--- config.mk ---
export PLATFORM = sky130hd
export DESIGN_NAME = alle_ctrl
export DESIGN_NICKNAME = d
export VERILOG_FILES = /design/src/rtl/core/alle_pkg.sv /design/src/rtl/core/alle_ctrl.sv
export SDC_FILE = /design/constraint.sdc
export NUM_CORES = 1
export LEC_CHECK = 0
export BUFFER_PORTS_ARGS = -buffer_cell sky130_fd_sc_hd__buf_4
export CAP_MARGIN = 20
export CORE_AREA = 5 5 42 44
export DETAILED_ROUTE_END_ITERATION = 6
export DIE_AREA = 0 0 47 49
export PLACE_DENSITY = 0.53
export SETUP_SLACK_MARGIN = 0.02
export SLEW_MARGIN = 10
export SYNTH_ARGS = -nofsm -noshare
export SYNTH_HDL_FRONTEND = slang
export SYNTH_SLANG_ARGS = --single-unit
--- constraint.sdc ---
create_clock -name aclk -period 2.2 [get_ports aclk]
set_input_delay 0.33 -clock aclk [delete_from_list [all_inputs] [get_ports aclk]]
set_output_delay 0.33 -clock aclk [all_outputs]
set_load 0.02 [all_outputs]
--- src/rtl/core/alle_pkg.sv ---
// Shared types and codes for the array linked list engine.
// No dependencies; imported by the datapath, controller and top modules.
package alle_pkg;

    localparam logic [1:0] ST_DONE      = 2'd0;
    localparam logic [1:0] ST_FULL      = 2'd1;
    localparam logic [1:0] ST_NOT_FOUND = 2'd2;

    localparam logic REQ_APPEND = 1'b0;
    localparam logic REQ_DELETE = 1'b1;

    localparam int KEY_W = 32;

    // controller -> datapath
    typedef struct packed {
        logic       load_req;   // capture request, start walk at head
        logic       walk_step;  // pre <= cur, cur <= link[cur]
        logic       unlink;     // link[pre] <= link[cur]
        logic       app_node;   // write key/link of fresh slot, bump count
        logic       app_link;   // hook fresh slot after tail
        logic       out_load;   // move result into output register
        logic [1:0] res_code;
    } alle_cmd_t;

    // datapath -> controller
    typedef struct packed {
        logic req_del;
        logic full;
        logic cur_zero;
        logic key_match;
        logic out_free;
    } alle_stat_t;

endpackage

--- src/rtl/core/alle_ctrl.sv ---
// Controller state machine: sequences append, delete walk and result handoff.
// Depends on alle_pkg.
module alle_ctrl (
    input  logic                 aclk,
    input  logic                 aresetn,
    input  logic                 s_valid,
    output logic                 s_ready,
    input  alle_pkg::alle_stat_t stat,
    output alle_pkg::alle_cmd_t  cmd
);
    import alle_pkg::*;

    localparam logic [2:0] S_IDLE     = 3'd0;
    localparam logic [2:0] S_DISP     = 3'd1;
    localparam logic [2:0] S_APP_NODE = 3'd2;
    localparam logic [2:0] S_APP_LINK = 3'd3;
    localparam logic [2:0] S_RD       = 3'd4;
    localparam logic [2:0] S_CMP      = 3'd5;
    localparam logic [2:0] S_FIN      = 3'd6;

    logic [2:0] state_reg, state_next;
    logic [1:0] code_reg, code_next;

    assign s_ready = (state_reg == S_IDLE);

    always_comb begin
        state_next   = state_reg;
        code_next    = code_reg;
        cmd          = '0;
        cmd.res_code = code_reg;
        unique case (state_reg)
            S_IDLE: begin
                if (s_valid) begin
                    cmd.load_req = 1'b1;
                    state_next   = S_DISP;
                end
            end
            S_DISP: begin
                if (stat.req_del) begin
                    state_next = S_RD;
                end else if (stat.full) begin
                    code_next  = ST_FULL;
                    state_next = S_FIN;
                end else begin
                    state_next = S_APP_NODE;
                end
            end
            S_APP_NODE: begin
                cmd.app_node = 1'b1;
                state_next   = S_APP_LINK;
            end
            S_APP_LINK: begin
                cmd.app_link = 1'b1;
                code_next    = ST_DONE;
                state_next   = S_FIN;
            end
            // RAM read of cur is in flight; data valid in S_CMP
            S_RD: begin
                state_next = S_CMP;
            end
            S_CMP: begin
                priority if (stat.cur_zero) begin
                    code_next  = ST_NOT_FOUND;
                    state_next = S_FIN;
                end else if (stat.key_match) begin
                    cmd.unlink = 1'b1;
                    code_next  = ST_DONE;
                    state_next = S_FIN;
                end else begin
                    cmd.walk_step = 1'b1;
                    state_next    = S_RD;
                end
            end
            S_FIN: begin
                if (stat.out_free) begin
                    cmd.out_load = 1'b1;
                    state_next   = S_IDLE;
                end
            end
            default: begin
                state_next = S_IDLE;
            end
        endcase
    end

    always_ff @(posedge aclk) begin
        if (!aresetn) begin
            state_reg <= S_IDLE;
            code_reg  <= ST_DONE;
        end else begin
            state_reg <= state_next;
            code_reg  <= code_next;
        end
    end

endmodule

# Word-level counts from Yosys, hierarchy flattened
# Cells that the tools add are included.
# classes
eq_ne	11
muxes	22
reduce_logical	4
# ops
cell	n
$pmux W3 S7	1
$mux W2	8
$mux W3	4
$eq A3 B3 Y1 const B	3
$mux W1	8
$ne A2 B2 Y1 const B	4
$eq A3 B2 Y1 const B	2
$pmux W2 S3	1
$reduce_and A4 Y1	1
$eq A3 B1 Y1 const B	1
$logic_not A3 Y1	1
$ne A3 B3 Y1 const B	1
$reduce_bool A3 Y1	1
$reduce_and A2 Y1	1
# totals
reg_bits	5
word_cells	39

# Longest topological paths before layout
# depth
word_depth	3
depth_mapped	5
ltp_nobuf	4

# Worst setup path before layout
# No wires, ideal clock.
# synth_path
kind	flip-flop to output port
startpoint	register state_reg[2]
endpoint	output port cmd[7] (netlist bit)
arrival_ps	1320
path_slack_ps	550
path_stages_with_launch	4
path_buffers	1
path_cell_list	dfxtp_1 -> buf_4 -> nor3_1 -> and2_1
# synth_lines
item	line_no	source
start, declared	alle_ctrl.sv:21	logic [2:0] state_reg, state_next;
start signal, assigned	alle_ctrl.sv:91	state_reg <= state_next;
end, declared	alle_ctrl.sv:9	output alle_pkg::alle_cmd_t cmd

==> impl_metrics.toml <==
[status]
status = "finished, final reports clean"

[synth]
ys_types = 24
synth_top_family_by_area = "simple AND/OR/NAND/NOR gates"
yosys.area.top_type_share_pct = 29.1
avgSynthCellArea_um2 = 8.19
syn_area_um2 = 344
yosysTopAreaCell = "dfxtp_1"
synthAdderAreaFrac_pct = 0
syn_nets = 50
synth_compound_area_share_pct = 23.6
ys_seq_area_share_pct = 29.1
ys_warn_count = 0
ys_seq_elements = 5
synth_xor_area_share_pct = 0
netlist_instances = 42
synthSimpleGateAreaFrac_pct = 36.4
synthMuxAreaShare_pct = 2.91
synth.area.top_cells = "dfxtp_1, nand2_1, nor3b_1"

[clock_network]
cts_tree = "built"
cts-root-buf = "clkbuf_4"
path_clk_slew_ns = 0.04
cts_setup_buffers = 0
cts_max_path_buffers = 2
clock_latency_ns = 0.24
cts.sinks = 5
h-tree-depth = 1
postCtsHoldBufs = 0
numCtsBuffers = 3
cts_resized = 0

[die]
initial_utilization_pct = 24.6
die_area_um2 = 2300
core_um2 = 1400
fp.dieW_um = 47
ioPinCount = 17
fp-row-count = 14
die_height_um = 49

[setup_path]
r2r_slack_ns = 0.88
rr_startpoint = "state_reg[2]"
required_ns = 1.87
max_stage_delay_ns = 0.49
arrival_ns = 1.39
worstSetupPathType = "flip-flop to output pin"
startpoint_type = "flip-flop"
crit_start = "state_reg[0]"
critPathSlowestCell = "dfxtp_1"
worstPathCellList = "and2b_1 > nand2_1 > nor3b_1 > buf_4"
end_kind = "output pin"
cp_max_fo = 10

[routing]
drt-pass1-iter-count = 4
routedWlPerCell_um = 10.8
drtIter0Drc = 6
vias_per_cell = 4.55
route.detailed.drc = 0
wl_um = 807
ant_nets = 0
vias = 341

[finish]
nets = 68
final_common_cell = "buf_4"
final_cell_mix = "buf_4, nand2_1, dfxtp_1, o21ai_0"
antenna_cells = 0
fill_cells = 156
largest_register_ffs = 3
final_core_util_pct = 34.7
area_growth_pct = 41.5
drive_gt1_share_pct = 37.3

[sta]
final-setup-viol-count = 0
fmax_ghz = 0.582
hold_slack_ns = 0.359
worst_slew_pin_slew_ns = 0.377
maxSlewHeadroom_pct = 74.8
fin_tns_setup_ns = 0
finalClockSkew_ns = 0.00318
maxSlewViolCount = 0
fin_crit_sh_pct = 78.1
grt_setup_unrepaired = "false"
fin_crit_ns = 1.72
hold_viol_final = 0

[global_routing]
grt_pass1_vias = 333
grt_pass1_wl_um = 1370
track_usage_pct = 8.24
grt-ovfl-total = 0
grt_start_max_net_pins = 13
antenna_found_initial = 0

[place]
gp_congestion = 0.719
hpwl_um = 670
port_buffers = 16

[power]
power.density_nw_per_um2 = 626
ir_worst_vdd_v = 0.000352
leakage_uw = 0.000209

[flow_run]
cap_violations = 0

[hold_path]
hp-class = "input port to flip-flop"
hp-start = "aresetn"
synthesized netlist by cell type:
cell type	instances
nand2_1	6
dfxtp_1	5
o21ai_0	4
nor2_1	3
nor3_1	3
nor3b_1	3
a21boi_0	1
a22oi_1	1
a31o_1	1
and2_1	1
and2b_1	1
and3_1	1
buf_2	1
buf_4	1
buf_6	1
inv_2	1
mux2i_1	1
nand3_2	1
nand3b_1	1
nor2b_1	1
nor4bb_1	1
o21bai_1	1
o311ai_0	1
o31ai_4	1
power breakdown:
group | internal, µW | total, µW | switching, µW
Sequential | 98.6 | 114 | 15.9
Clock | 68.5 | 105 | 36.0
Combinational | 43.3 | 85.6 | 42.4
worst paths after layout:
path                                      to  cells after the start
worst max register to register   code_reg[1]                      4
worst min register to register   code_reg[0]                      2
worst max-delay path                  cmd[5]                      4
worst min-delay path            state_reg[1]                      2
per-layer routing:
| layer | up-vias | part of all wire [%] | global-route usage (%) |
|---|---|---|---|
| met5 | - | 0 | 0 |
| li1 | 188 | - | - |
| met4 | 0 | 2.0 | 8.29 |
| met1 | 145 | 47 | 9.45 |
| met2 | 6 | 49 | 12.0 |
| met3 | 2 | 2.1 | 1.11 |
critical path, delay by kind of cell, from the launching register on:
kind / cells / cell delay, ns
simple gates: 3 / 0.49
flops: 1 / 0.49
buf+inv: 1 / 0.17
kinds of logic after synthesis:
logic type / Yosys count
buffers and inverters: 4
AO/OA/AOI/OAI: 10
multiplexers: 1
AND/OR/NAND/NOR: 22
flip-flops: 5
through the flow:
| step | setup WS (ns) | cell area, µm² | power (µW) | std cells |
|---|---|---|---|---|
| 2_1_floorplan | 0.550 | 344 | 173 | 42 |
| 3_3_place_gp | 0.748 | 460 | 204 | 71 |
| 3_5_place_dp | 0.725 | 460 | 204 | 71 |
| 4_1_cts | 0.456 | 487 | 313 | 75 |
| 5_1_grt | 0.354 | 487 | 328 | 75 |
| 6_report | 0.483 | 487 | 305 | 75 |
area by class of cell:
type | instances | area (µm²) | area share [%]
multi-input combinational | 33 | 216 | 44.5
sequential | 5 | 100 | 20.6
timing repair buffer | 16 | 120 | 24.7
tap | 16 | 20.0 | 4.11
inverter | 1 | 3.75 | 0.771
clock buffer | 4 | 26.3 | 5.40
Note: power is estimated with default switching activity, not from simulation.
